$ cat src/hdl/prescaled_up_down_timer_unit_defines.svh
// ----------------------------------------------------------------------------
// Prescaled up/down timer: assertion macros
// Shared assertion forms for the timer RTL; clocked on clk, off during rst.
// ----------------------------------------------------------------------------
`ifndef PRESCALED_UP_DOWN_TIMER_UNIT_DEFINES_SVH
`define PRESCALED_UP_DOWN_TIMER_UNIT_DEFINES_SVH

// Same-cycle implication
`define PUDT_ASSERT_NOW(label, ante, cons) \
  label: assert property (@(posedge clk) disable iff (rst) (ante) |-> (cons)) \
    else $error("timer assertion failed");

// Next-cycle implication
`define PUDT_ASSERT_NEXT(label, ante, cons) \
  label: assert property (@(posedge clk) disable iff (rst) (ante) |=> (cons)) \
    else $error("timer assertion failed");

`endif

$ cat src/hdl/pudt_pkg.sv
// ----------------------------------------------------------------------------
// Prescaled up/down timer package
// Item types, register map, opcodes and counter width.
// ----------------------------------------------------------------------------
package pudt_pkg;

  // Main counter width
  localparam int COUNT_WIDTH = 16;

  // Opcodes
  localparam logic [1:0] OP_TICK  = 2'd0;
  localparam logic [1:0] OP_WRITE = 2'd1;
  localparam logic [1:0] OP_READ  = 2'd2;

  // Register map
  localparam logic [2:0] REG_CTRL   = 3'd0;
  localparam logic [2:0] REG_STATUS = 3'd1;
  localparam logic [2:0] REG_EGR    = 3'd2;
  localparam logic [2:0] REG_CNT    = 3'd3;
  localparam logic [2:0] REG_PSC    = 3'd4;
  localparam logic [2:0] REG_ARR    = 3'd5;

  // Control register bit positions
  localparam int CTRL_EN_BIT   = 0;
  localparam int CTRL_UDIS_BIT = 1;
  localparam int CTRL_OPM_BIT  = 3;
  localparam int CTRL_DIR_BIT  = 4;
  localparam int CTRL_ARPE_BIT = 7;

  // Status and event generate bit
  localparam int UIF_BIT = 0;
  localparam int UG_BIT  = 0;

  typedef struct packed {
    logic        arpe;
    logic        dir;
    logic        opm;
    logic        udis;
    logic        en;
  } ctrl_t;

  typedef struct packed {
    logic [1:0]  opcode;
    logic [2:0]  reg_index;
    logic [15:0] write_value;
  } pudt_in_t;

  typedef struct packed {
    logic [15:0] read_value;
    logic        update_flag;
    logic        running;
  } pudt_out_t;

endpackage

$ cat src/hdl/pudt_core.sv
// ----------------------------------------------------------------------------
// Prescaled up/down timer core
// Holds the timer state and works out one item per cycle: tick, register
// write or register read. Its result is combinational from state and item.
// ----------------------------------------------------------------------------
`include "prescaled_up_down_timer_unit_defines.svh"

module pudt_core
  import pudt_pkg::*;
(
  input  logic      clk,
  input  logic      rst,
  input  logic      fire,
  input  pudt_in_t  item,
  output pudt_out_t result
);

  // State
  ctrl_t                  ctrl, ctrl_next;
  logic                   flag, flag_next;
  logic [15:0]            psc_set, psc_set_next;
  logic [15:0]            psc_act, psc_act_next;
  logic [15:0]            psc_cnt, psc_cnt_next;
  logic [COUNT_WIDTH-1:0] arr_set, arr_set_next;
  logic [COUNT_WIDTH-1:0] arr_act, arr_act_next;
  logic [COUNT_WIDTH-1:0] count, count_next;

  logic                   step;
  logic                   wrap;
  logic                   gen;
  logic                   upd;
  logic [15:0]            rd;

  // Item decode and next state
  always_comb begin
    ctrl_next    = ctrl;
    flag_next    = flag;
    psc_set_next = psc_set;
    psc_act_next = psc_act;
    psc_cnt_next = psc_cnt;
    arr_set_next = arr_set;
    arr_act_next = arr_act;
    count_next   = count;
    step         = 1'b0;
    wrap         = 1'b0;
    gen          = 1'b0;
    upd          = 1'b0;
    rd           = '0;

    if (fire) begin
      case (item.opcode)
        OP_TICK: begin
          if (ctrl.en) begin
            if (psc_cnt >= psc_act) begin
              psc_cnt_next = '0;
              step         = 1'b1;
            end else begin
              psc_cnt_next = psc_cnt + 16'd1;
            end
          end
        end
        OP_WRITE: begin
          case (item.reg_index)
            REG_CTRL: begin
              ctrl_next.en   = item.write_value[CTRL_EN_BIT];
              ctrl_next.udis = item.write_value[CTRL_UDIS_BIT];
              ctrl_next.opm  = item.write_value[CTRL_OPM_BIT];
              ctrl_next.dir  = item.write_value[CTRL_DIR_BIT];
              ctrl_next.arpe = item.write_value[CTRL_ARPE_BIT];
            end
            REG_STATUS: begin
              if (!item.write_value[UIF_BIT]) flag_next = 1'b0;
            end
            REG_EGR: begin
              gen = item.write_value[UG_BIT];
            end
            REG_CNT: begin
              count_next = COUNT_WIDTH'(item.write_value);
            end
            REG_PSC: begin
              psc_set_next = item.write_value;
            end
            REG_ARR: begin
              arr_set_next = COUNT_WIDTH'(item.write_value);
              if (!ctrl.arpe) arr_act_next = COUNT_WIDTH'(item.write_value);
            end
            default: ;
          endcase
        end
        OP_READ: begin
          case (item.reg_index)
            REG_CTRL: begin
              rd[CTRL_EN_BIT]   = ctrl.en;
              rd[CTRL_UDIS_BIT] = ctrl.udis;
              rd[CTRL_OPM_BIT]  = ctrl.opm;
              rd[CTRL_DIR_BIT]  = ctrl.dir;
              rd[CTRL_ARPE_BIT] = ctrl.arpe;
            end
            REG_STATUS: rd[UIF_BIT] = flag;
            REG_CNT:    rd = 16'(count);
            REG_PSC:    rd = psc_set;
            REG_ARR:    rd = 16'(arr_set);
            default:    rd = '0;
          endcase
        end
        default: ;
      endcase
    end

    // Counter step on prescaler wrap
    if (step) begin
      if (ctrl.dir) begin
        if (count == '0) wrap = 1'b1;
        else count_next = count - COUNT_WIDTH'(1);
      end else begin
        if (count == arr_act) wrap = 1'b1;
        else count_next = count + COUNT_WIDTH'(1);
      end
    end

    // Update event: overflow, underflow or software generate
    upd = (wrap || gen) && !ctrl.udis;
    if (upd) begin
      psc_act_next = psc_set;
      arr_act_next = arr_set;
      flag_next    = 1'b1;
      if (ctrl.opm) ctrl_next.en = 1'b0;
    end

    // Counter reinitialise
    if (wrap || gen) count_next = ctrl.dir ? arr_act_next : '0;
    if (gen) psc_cnt_next = '0;
  end

  // State registers
  always_ff @(posedge clk) begin
    if (rst) begin
      ctrl    <= '0;
      flag    <= 1'b0;
      psc_set <= '0;
      psc_act <= '0;
      psc_cnt <= '0;
      arr_set <= '1;
      arr_act <= '1;
      count   <= '0;
    end else begin
      ctrl    <= ctrl_next;
      flag    <= flag_next;
      psc_set <= psc_set_next;
      psc_act <= psc_act_next;
      psc_cnt <= psc_cnt_next;
      arr_set <= arr_set_next;
      arr_act <= arr_act_next;
      count   <= count_next;
    end
  end

  assign result.read_value  = rd;
  assign result.update_flag = flag_next;
  assign result.running     = ctrl_next.en;

  // Assertions
  `PUDT_ASSERT_NEXT(a_idle_holds, !fire,
    $stable(count) && $stable(flag) && $stable(ctrl) && $stable(psc_cnt))
  `PUDT_ASSERT_NEXT(a_tick_disabled, fire && item.opcode == OP_TICK && !ctrl.en,
    $stable(count) && $stable(psc_cnt) && $stable(flag))
  `PUDT_ASSERT_NEXT(a_prescale_inc,
    fire && item.opcode == OP_TICK && ctrl.en && psc_cnt < psc_act,
    psc_cnt == $past(psc_cnt) + 16'd1 && $stable(count))
  `PUDT_ASSERT_NEXT(a_ug_sets_flag,
    fire && item.opcode == OP_WRITE && item.reg_index == REG_EGR &&
    item.write_value[UG_BIT] && !ctrl.udis,
    flag && psc_cnt == '0)

endmodule

$ cat src/hdl/prescaled_up_down_timer_unit.sv
// ----------------------------------------------------------------------------
// Prescaled up/down timer unit
// 16-bit general purpose timer with prescaler, reload shadow and update
// flag, driven by an item stream of ticks, register writes and reads.
//
//   channel | direction | handshake            | payload
//   cmd     | in        | cmd_valid/cmd_stall  | pudt_in_t  (opcode, index, data)
//   rsp     | out       | rsp_valid/rsp_stall  | pudt_out_t (read, flag, running)
//
// One item per cycle sustained while rsp is not stalled; an accepted item waits
// in the input register, and the result register captures its result on the
// edge at which the item fires, the state updating on that same edge.
// Synchronous reset clears control and timer state; reloads go to all ones.
// A stalled result holds in the result register; the input register still
// takes one more item, after which cmd_stall rises until rsp drains.
// ----------------------------------------------------------------------------
module prescaled_up_down_timer_unit
  import pudt_pkg::*;
(
  input  logic      clk,
  input  logic      rst,
  input  logic      cmd_valid,
  output logic      cmd_stall,
  input  pudt_in_t  cmd,
  output logic      rsp_valid,
  input  logic      rsp_stall,
  output pudt_out_t rsp
);

  logic      s1_valid;
  pudt_in_t  s1_item;
  logic      rsp_free;
  logic      fire;
  pudt_out_t core_result;

  // Stage handshake
  assign rsp_free  = !rsp_valid || !rsp_stall;
  assign fire      = s1_valid && rsp_free;
  assign cmd_stall = s1_valid && !rsp_free;

  // Input register
  always_ff @(posedge clk) begin
    if (rst) begin
      s1_valid <= 1'b0;
    end else if (cmd_valid && !cmd_stall) begin
      s1_valid <= 1'b1;
    end else if (fire) begin
      s1_valid <= 1'b0;
    end
  end

  always_ff @(posedge clk) begin
    if (cmd_valid && !cmd_stall) begin
      s1_item <= cmd;
    end
  end

  // Timer state and item processing
  pudt_core u_core (
    .clk    (clk),
    .rst    (rst),
    .fire   (fire),
    .item   (s1_item),
    .result (core_result)
  );

  // Result register
  always_ff @(posedge clk) begin
    if (rst) begin
      rsp_valid <= 1'b0;
    end else if (rsp_free) begin
      rsp_valid <= fire;
    end
  end

  always_ff @(posedge clk) begin
    if (fire) begin
      rsp <= core_result;
    end
  end

endmodule
$ cat config.mk
export PLATFORM = sky130hd
export DESIGN_NAME = prescaled_up_down_timer_unit
export DESIGN_NICKNAME = d
export VERILOG_FILES = /design/src/hdl/pudt_pkg.sv /design/src/hdl/pudt_core.sv /design/src/hdl/prescaled_up_down_timer_unit.sv
export VERILOG_INCLUDE_DIRS = /design/src /design/src/hdl
export SDC_FILE = /design/constraint.sdc
export NUM_CORES = 1
export LEC_CHECK = 0
export BUFFER_PORTS_ARGS = -buffer_cell sky130_fd_sc_hd__buf_2
export CAP_MARGIN = 20
export CORE_MARGIN = 4
export CORE_UTILIZATION = 44
export CTS_CLUSTER_SIZE = 10
export DETAILED_ROUTE_END_ITERATION = 16
export PLACE_DENSITY = 0.61
export SLEW_MARGIN = 20
export SYNTH_ARGS = -nofsm -noshare
export SYNTH_HDL_FRONTEND = slang
export SYNTH_SLANG_ARGS = --single-unit
$ cat constraint.sdc
create_clock -name clk -period 6.4 [get_ports clk]
set_input_delay 1.28 -clock clk [delete_from_list [all_inputs] [get_ports clk]]
set_output_delay 1.28 -clock clk [all_outputs]
set_load 0.01 [all_outputs]
==> results of run 1 <==
==> stage by stage <==
step           total power, mW  area, um^2  worst slack, ns  instances  utilization [%]
6_report                  2.03        8410             2.70       1106             50.0
5_1_grt                   2.10        8410             2.54       1106             50.0
4_1_cts                   2.05        8410             2.74       1106             50.0
3_5_place_dp              1.07        7830             2.30       1074             46.6
3_3_place_gp              1.07        7830             2.35       1074             46.6
2_1_floorplan             1.03        7630             3.13        874                -
==> cell type report <==
type | count | area, um^2 | share of cell area [%]
clock buffer | 19 | 433 | 5.14
clock inverter | 13 | 148 | 1.75
inverter | 22 | 82.6 | 0.981
multi-input combinational | 639 | 3960 | 47.0
sequential | 143 | 3250 | 38.7
tap | 220 | 275 | 3.27
timing repair buffer | 50 | 265 | 3.15
==> registers in the layout, indices dropped and copies added, names as in the netlist <==
register / flops
s1_item: 21
rsp: 18
u_core.arr_act: 16
u_core.arr_set: 16
u_core.count: 16
u_core.psc_act: 16
u_core.psc_cnt: 16
u_core.psc_set: 16
u_core.ctrl: 5
rsp_valid: 1
s1_valid: 1
u_core.flag: 1
==> cells in the final DEF (no fill, tap or decap), drive strengths merged, types with 3 or more instances in the layout <==
cell type / synthesis / routed
nand2: 167 / 167
dfxtp: 104 / 104
nor2: 81 / 81
buf: 32 / 50
mux2i: 46 / 46
a21oi: 40 / 40
edfxtp: 39 / 39
nand3: 33 / 33
xor2: 32 / 32
inv: 22 / 30
a22oi: 24 / 24
o21ai: 21 / 21
and3: 19 / 19
ha: 19 / 19
clkbuf: 38 / 19
a31oi: 17 / 17
a2111oi: 16 / 16
a22o: 13 / 13
a211oi: 11 / 11
nand4: 11 / 11
o32ai: 9 / 9
nor4: 9 / 9
xnor2: 6 / 6
and2: 6 / 6
nor2b: 6 / 6
a311oi: 5 / 5
o22ai: 5 / 5
o22a: 4 / 4
nor3: 4 / 4
a211o: 3 / 3
==> worst max path at each step <==
stage	cells after the start	endpoint	slack, ns
2_1_floorplan	9	rsp[0]$_DFFE_PP_	3.13
3_3_place_gp	8	rsp[0]$_DFFE_PP_	2.35
3_5_place_dp	8	rsp[0]$_DFFE_PP_	2.30
4_1_cts	8	rsp[0]$_DFFE_PP_	2.74
5_1_grt	8	u_core.count[13]$_SDFF_PP0_	2.54
6_report	7	u_core.arr_act[14]$_SDFF_PP1_	2.70
==> routing by layer <==
layer	global-route usage, %	vias to the layer above	share of wire, %
met3	3.60	53	6.1
met5	0	-	0
li1	-	3126	-
met4	9.69	0	3.6
met1	30.9	3004	46
met2	32.4	260	44
==> critical path, delay by kind of cell <==
family          cells  cell delay (ns)
compound gates      5             2.02
simple gates        1             0.59
buf+inv             1             0.13
==> power groups by stage <==
stage          Clock (mW)  Sequential [mW]  Combinational [mW]
6_report            0.982            0.971              0.0804
5_1_grt              1.04            0.972              0.0875
2_1_floorplan           0            0.978              0.0527
3_5_place_dp            0            0.990              0.0797
3_3_place_gp            0            0.990              0.0800
4_1_cts             0.997            0.970              0.0800
==> cells by family after synthesis <==
group | Yosys count | synth area share (%)
mux | 47 | 6.18
fa+ha+maj | 19 | 3.11
buf+inv | 92 | 5.62
xor+xnor | 38 | 4.36
compound gates | 185 | 17.2
simple gates | 350 | 20.9
flops | 143 | 42.6
==> results.py, run 1 <==
metrics = {
    "run_status": {
        "status": "completed",
    },
    "route": {
        "vias_per_cell": 5.83,
        "dr_total_vias": 6443,
        "routedWlPerCell_um": 19.4,
        "drc": 0,
        "firstDrtPassIters": 5,
        "wl_um": 21400,
        "ant_nets": 0,
        "drt_iter0_markers": 685,
    },
    "sta": {
        "fin_worst_skew_ns": 0.0118,
        "holdWs_ns": 0.455,
        "fin_crit_sh_pct": 57.8,
        "relSlewSlack_pct": 21.7,
        "tns_ns": 0,
        "fmax_ghz": 0.270,
        "worst_slew_pin_slew_ns": 1.17,
        "report.final.slew_viol_count": 0,
        "rsz0062_at_grt": "no",
        "hold_viol": 0,
        "setup-violations-final": 0,
        "min_period_ns": 3.70,
    },
    "worst_setup_path": {
        "worstRegToRegCells": 5,
        "critPathMaxFanout": 26,
        "critPathArrivalTime_ns": 4.04,
        "r2r-start": "s1_item[18]$_DFFE_PP_",
        "r2r-end": "u_core.arr_act[14]$_SDFF_PP1_",
        "slowest_stage": "a21boi_4",
        "critPathRequiredTime_ns": 6.74,
        "critical_path_class": "input port to register",
        "slowest_delay_ns": 0.60,
        "crit_start": "rsp_stall",
        "r2r_slack_ns": 3.12,
        "path_cells": "buf_2 -> a21boi_4 -> and4b_1 -> o2111a_1 -> o21bai_4 -> a21o_1 -> a31oi_1",
        "endpoint_kind": "register",
        "cp-start-kind": "input port",
    },
    "floorplan": {
        "start_util_pct": 45.4,
        "dieArea_um2": 19500,
        "die_h_um": 140,
        "coreArea_um2": 16800,
        "ios": 45,
        "chipWidth_um": 140,
        "rows": 47,
    },
    "synthesis": {
        "syn-num-nets": 918,
        "synth_cell_types": 61,
        "syn_area_per_cell_um2": 8.73,
        "synth_common_cells": "nand2_1 (167), dfxtp_1 (104), nor2_1 (80)",
        "yosys-top-cells-area": "dfxtp_1 (27%), edfxtp_1 (15%), nand2_1 (8.2%)",
        "synth_edf_count": 39,
        "ys_warn_count": 0,
        "seq_area_frac_synth_pct": 42.6,
        "synth_area_um2": 7630,
        "syn-instance-count": 874,
        "ys.flop_type": "dfxtp_1",
        "async_flop_share_pct": 0,
        "synthDominantCellAreaShare_pct": 27.3,
        "yosysMostFrequentCell": "nand2_1",
        "yosysTopAreaCell": "dfxtp_1",
        "ys_ff_latch": 143,
    },
    "cells_and_area": {
        "fillerInstances": 1634,
        "n_antenna_cell": 0,
        "drive_gt1_share_pct": 10.8,
        "area_growth_pct": 10.2,
        "fin_nets": 917,
    },
    "pwr": {
        "power_frac_comb_pct": 4.0,
        "pwr-share-seq_pct": 47.7,
        "p_switching_mw": 0.507,
        "p_leak_nw": 3.04,
        "p_int_mw": 1.53,
        "p_per_area_nw_per_um2": 242,
        "clkPwrFrac_pct": 48.3,
        "peakVddDrop_v": 0.000192,
        "swShare_pct": 24.9,
    },
    "grt": {
        "grt_remaining_overflow": 0,
        "antenna_found_initial": 0,
        "grt_pass1_vias": 6009,
        "grt_max_degree": 67,
        "track_usage_pct": 21.7,
        "grt_pass1_wl_um": 33800,
    },
    "clock_network": {
        "cts_buffer_depth": 2,
        "cts.sinks": 143,
        "post_cts_resized": 0,
        "clock_tree.root_cell": "clkbuf_16",
        "clock_latency_ns": 0.43,
        "tritoncts": "yes",
        "cts_buffers": 17,
        "cts_setup_buffers": 0,
        "path_clk_slew_ns": 0.06,
        "postCtsHoldBufs": 0,
        "htreeDepth": 4,
    },
    "min_path": {
        "min_from": "u_core.psc_act[10]$_SDFFE_PP0P_",
        "min_path_cells": 2,
        "hold_path_class": "register to register",
        "hold_end": "u_core.psc_act[10]$_SDFFE_PP0P_",
    },
    "run": {
        "max_cap_violations": 0,
    },
    "placed_design": {
        "port_buffers": 44,
        "globalplace.congestion": 0.871,
        "hpwlAfterDp_um": 14800,
    },
}
No activity file was read; power rests on OpenSTA's default activity.
==> inputs of run 2 (changes only) <==
- clock period: 6.4 -> 3.9 ns (I/O delays scaled with it)
==> run 2 against run 1 <==
Clock skew down 0.0035 ns. Clock power rose by 68%. Core utilization is 0.39 points higher. Combinational power grew 70%. Largest power group unchanged. Sequential power is 64% higher. Critical path depth is 2 lower. Via count down 0.48%. Routed wire length is 1.9% lower. Non-clock buffer count up 7. Critical path type is now register to register. Flip-flop and latch count is the same. Die area unchanged. Cell count increased by 0.54%.
==> results.py, run 2 (same netlist as run 1, synthesis figures left out) <==
metrics = {
    "worst_setup_path": {
        "critPathMaxFanout": 18,
        "endpoint_kind": "register",
        "critPathRequiredTime_ns": 4.24,
        "cp-start-kind": "register",
        "critPathArrivalTime_ns": 3.74,
        "critical_path_class": "register to register",
    },
    "pwr": {
        "peakVddDrop_v": 0.000317,
        "p_per_area_nw_per_um2": 398,
        "p_leak_nw": 3.08,
    },
    "placed_design": {
        "port_buffers": 44,
        "postPlaceCellArea_um2": 7890,
        "hpwlAfterDp_um": 15000,
        "placed_cells": 1081,
        "globalplace.congestion": 0.872,
    },
    "cells_and_area": {
        "final_cell_mix": "nand2_1 (167), dfxtp_1 (104), nor2_1 (79)",
        "fin_nets": 924,
        "post-route-util_pct": 50.4,
        "n_antenna_cell": 0,
        "layout_commonest_cell": "nand2_1",
        "final_design_area_no_fill_um2": 8480,
        "regMostFlops": "s1_item",
        "stdcell_count": 1112,
        "largest_reg_flops": 21,
        "drive_gt1_share_pct": 11.7,
        "top_regs": "s1_item x21, rsp x18",
        "area_growth_pct": 11.1,
    },
    "sta": {
        "hold_viol": 0,
        "worst_slew_pin_slew_ns": 1.18,
        "setup-violations-final": 0,
        "fin_worst_skew_ns": 0.00834,
        "fmax_ghz": 0.294,
        "report.final.slew_viol_count": 0,
        "fin_crit_sh_pct": 87.1,
        "tns_ns": 0,
        "holdWs_ns": 0.460,
        "relSlewSlack_pct": 21.5,
        "min_period_ns": 3.40,
        "rsz0062_at_grt": "no",
    },
    "run_status": {
        "status": "completed",
    },
    "floorplan": {
        "dieArea_um2": 19500,
        "die_h_um": 140,
        "ios": 45,
        "rows": 47,
        "coreArea_um2": 16800,
        "start_util_pct": 45.4,
        "chipWidth_um": 140,
    },
    "clock_network": {
        "postCtsHoldBufs": 0,
        "cts_buffer_depth": 2,
        "cts_setup_buffers": 0,
        "clock_tree.root_cell": "clkbuf_16",
        "path_clk_slew_ns": 0.06,
        "htreeDepth": 4,
        "post_cts_resized": 0,
        "clock_latency_ns": 0.42,
        "tritoncts": "yes",
        "cts.sinks": 143,
        "cts_buffers": 17,
    },
    "route": {
        "ant_nets": 0,
        "dr_total_vias": 6412,
        "drt_iter0_markers": 688,
        "vias_per_cell": 5.77,
        "wl_um": 21000,
        "drc": 0,
        "firstDrtPassIters": 5,
        "routedWlPerCell_um": 18.9,
    },
    "grt": {
        "grt_remaining_overflow": 0,
        "antenna_found_initial": 0,
        "grt_pass1_vias": 5974,
        "grt_max_degree": 66,
        "grt_pass1_wl_um": 33100,
        "track_usage_pct": 21.4,
    },
    "min_path": {
        "hold_path_class": "register to register",
    },
    "run": {
        "max_cap_violations": 0,
    },
}
run 2: cell types whose count changed in the layout (fill, tap and decap cells not counted), sizes merged:
cell,delta
clkbuf,-1
clkinv,+2
inv,-5
bufinv,+2
buf,+7
clkinvlp,+1
run 2: per-stage QoR:
step           setup slack, ns  power [mW]
4_1_cts                  0.547        3.39
2_1_floorplan             1.13        1.69
3_5_place_dp             0.562        1.76
5_1_grt                  0.395        3.49
6_report                 0.502        3.38
3_3_place_gp             0.313        1.76
run 2: area by class of cell:
cell class	count	area (um^2)
clock buffers	18	429
clock inverters	13	163
fillers	1624	8340
inverters	22	82.6
multi-input cells	639	3960
flip-flops and latches	143	3250
well taps	220	275
repair buffers	57	318
run 2: worst paths after layout:
| kind | cells after the start | to | startpoint | slack [ns] |
|---|---|---|---|---|
| worst min-delay path | 2 | u_core.psc_act[2]$_SDFFE_PP0P_ | u_core.psc_act[2]$_SDFFE_PP0P_ | 0.46 |
| worst max register to register | 5 | u_core.arr_act[14]$_SDFF_PP1_ | s1_item[18]$_DFFE_PP_ | 0.50 |
| worst max-delay path | 5 | u_core.arr_act[14]$_SDFF_PP1_ | s1_item[18]$_DFFE_PP_ | 0.50 |
| worst min register to register | 2 | u_core.psc_act[2]$_SDFFE_PP0P_ | u_core.psc_act[2]$_SDFFE_PP0P_ | 0.46 |
run 2: critical path: stages (launching register included):
cell and delay, ns:
edfxtp_1 0.58, nor2b_1 0.97, nand4b_1 0.66, buf_4 0.43, a21o_1 0.42, a31oi_1 0.26
run 2: metal layers:
metal / global-route usage [%] / vias up / routed length [um]
li1: - / 3136 / -
met1: 30.7 / 2999 / 9940
met2: 31.0 / 236 / 8930
met3: 3.91 / 41 / 1240
met4: 10.4 / 0 / 899
met5: 0 / - / 0
run 2: power by group:
| group | total (mW) | switching, mW | internal [mW] |
|---|---|---|---|
| clock network | 1.65 | 0.645 | 1.00 |
| logic | 0.137 | 0.0898 | 0.0471 |
| registers | 1.59 | 0.0363 | 1.55 |
==> inputs of run 3 (changes only) <==
- CORE_UTILIZATION: 44 -> 50
- PLACE_DENSITY: 0.61 -> 0.68
- RECOVER_POWER: not set -> 100
==> run 3 against run 2 <==
Sequential power about the same. Non-clock buffer count rose by 4. The flow now finishes with violations (max-capacitance violations, max-slew violations). Fmax increased by 0.22%. Hold slack worse by 0.0048 ns. Power shrank 3.3%. Sequential share of layout area up 0.46 points. Via count increased by 1.3%. Global-route usage rose by 2.6 points. Worst setup slack improved by 0.0075 ns. Cell count fell by 2.8%. Routed wire length is 0.79% lower. Core utilization increased by 6.4 points.
==> results.py, run 3 (same netlist as run 1, synthesis figures left out) <==
metrics = {
    "sta": {
        "report.final.slew_viol_count": 69,
        "hold_viol": 0,
        "setup-violations-final": 0,
        "fin_crit_sh_pct": 86.9,
        "tns_ns": 0,
        "rsz0062_at_grt": "no",
        "worst_slew_pin_slew_ns": 2.16,
        "fin_worst_skew_ns": 0.0132,
        "relSlewSlack_pct": -44.3,
        "fmax_ghz": 0.295,
        "min_period_ns": 3.39,
    },
    "worst_setup_path": {
        "critPathMaxFanout": 27,
        "slowest_delay_ns": 0.82,
        "worstRegToRegCells": 8,
        "path_cells": "clkbuf_1 -> a21boi_4 -> clkbuf_1 -> and3_1 -> nand4b_1 -> clkbuf_2 -> a21oi_1 -> buf_4 -> a21oi_1",
        "critical_path_class": "input port to register",
        "endpoint_kind": "register",
        "slowest_stage": "clkbuf_1",
        "critPathTopFamily": "buffers and inverters",
        "r2r_slack_ns": 0.62,
        "critPathRequiredTime_ns": 4.07,
        "critPathArrivalTime_ns": 3.56,
        "r2r-end": "rsp[0]$_DFFE_PP_",
        "cp-start-kind": "input port",
        "path_buf_inv": 4,
        "r2r-start": "s1_valid$_SDFFE_PP0P_",
    },
    "route": {
        "dr_wl_met2_um": 9410,
        "firstDrtPassIters": 5,
        "dr_total_vias": 6494,
        "ant_nets": 0,
        "vias_per_cell": 6.01,
        "met3_length_um": 1530,
        "wl_um": 20800,
        "wl_met1_um": 9220,
        "drt_iter0_markers": 735,
        "routedWlPerCell_um": 19.3,
        "dr.max_layer_used": "met4",
        "drc": 0,
    },
    "placed_design": {
        "globalplace.congestion": 0.936,
        "port_buffers": 44,
        "placed_cells": 1049,
        "hpwlAfterDp_um": 14700,
    },
    "pwr": {
        "p_leak_nw": 3.02,
        "power_frac_comb_pct": 4.2,
        "swShare_pct": 25.4,
        "p_int_mw": 2.44,
        "p_per_area_nw_per_um2": 390,
        "pwr-share-seq_pct": 48.7,
        "clkPwrFrac_pct": 47.2,
        "p_switching_mw": 0.828,
        "peakVddDrop_v": 0.000356,
    },
    "cells_and_area": {
        "final_cell_mix": "nand2_1 (167), dfxtp_1 (104), nor2_1 (79)",
        "largest_reg_flops": 21,
        "area_growth_pct": 9.77,
        "fin_nets": 928,
        "top_regs": "s1_item x21, rsp x18",
        "n_antenna_cell": 0,
        "fillerInstances": 1344,
        "stdcell_count": 1081,
        "layout_commonest_cell": "nand2_1",
        "drive_gt1_share_pct": 9.14,
        "regMostFlops": "s1_item",
    },
    "floorplan": {
        "start_util_pct": 51.7,
        "rows": 44,
        "die_h_um": 132,
        "dieArea_um2": 17300,
        "ios": 45,
        "chipWidth_um": 132,
        "coreArea_um2": 14800,
    },
    "clock_network": {
        "cts_setup_buffers": 0,
        "cts_buffer_depth": 2,
        "htreeDepth": 4,
        "cts_buffers": 17,
        "cts.sinks": 143,
        "clock_tree.root_cell": "clkbuf_16",
        "postCtsHoldBufs": 0,
        "path_clk_slew_ns": 0.06,
        "post_cts_resized": 0,
        "clock_latency_ns": 0.43,
        "tritoncts": "yes",
    },
    "grt": {
        "grt_pass1_wl_um": 33100,
        "antenna_found_initial": 0,
        "grt_remaining_overflow": 0,
        "grt_pass1_vias": 6012,
        "track_usage_pct": 24.0,
        "grt_max_degree": 66,
    },
    "run": {
        "max_cap_violations": 2,
    },
    "min_path": {
        "hold_path_class": "register to register",
        "min_path_cells": 2,
        "min_from": "u_core.psc_act[3]$_SDFFE_PP0P_",
        "hold_end": "u_core.psc_act[3]$_SDFFE_PP0P_",
    },
    "run_status": {
        "violations": "max-capacitance violations, max-slew violations",
        "status": "finished with violations",
    },
}
run 3: cell type report:
class                           instances  area (um^2)  area share (%)
Inverter                               22         82.6           0.986
Timing Repair Buffer                   61          304            3.63
Clock buffer                           18          429            5.12
Multi-Input combinational cell        639         3950            47.2
Tap cell                              184          230            2.75
Clock inverter                         14          126            1.51
Sequential cell                       143         3250            38.8
run 3: layer usage:
metal  GRT usage [%]  vias up
li1                -     3154
met1            33.3     3000
met2            36.7      297
met3            5.81       43
met4            8.40        0
met5               0        -
run 3: stage by stage:
step | cell area, um^2 | setup WS [ns] | power [mW] | utilization (%) | hold WS (ns)
2_1_floorplan | 7630 | 1.13 | 1.69 | - | 0.435
3_3_place_gp | 7860 | 0.758 | 1.76 | 53.2 | 0.445
3_5_place_dp | 7870 | 0.691 | 1.76 | 53.3 | 0.447
4_1_cts | 8430 | 0.805 | 3.28 | 57.1 | 0.459
5_1_grt | 8380 | 0.306 | 3.37 | 56.8 | 0.490
6_report | 8380 | 0.510 | 3.26 | 56.8 | 0.456
run 3: worst max-delay path by stage:
stage,start,to,slack (ns),cells after the start
5_1_grt,rsp_stall,u_core.count[5]$_SDFF_PP0_,0.31,9
4_1_cts,u_core.psc_cnt[2]$_SDFFE_PP0P_,rsp[1]$_DFFE_PP_,0.81,8
3_3_place_gp,rsp_stall,rsp[1]$_DFFE_PP_,0.76,7
2_1_floorplan,rsp_stall,rsp[0]$_DFFE_PP_,1.13,9
6_report,rsp_stall,rsp[0]$_DFFE_PP_,0.51,9
3_5_place_dp,rsp_stall,rsp[1]$_DFFE_PP_,0.69,7
run 3: power groups by stage:
stage          Sequential (mW)  Combinational, mW  Clock, mW
4_1_cts                   1.59              0.139       1.56
2_1_floorplan             1.61             0.0865          0
5_1_grt                   1.59              0.148       1.63
6_report                  1.59              0.136       1.54
3_3_place_gp              1.62              0.136          0
3_5_place_dp              1.62              0.139          0
run 3: tightest hold or removal path, stage by stage (launching register included):
cell,delay [ns]
dfxtp_1,0.31
nand2_1,0.05
mux2i_1,0.05
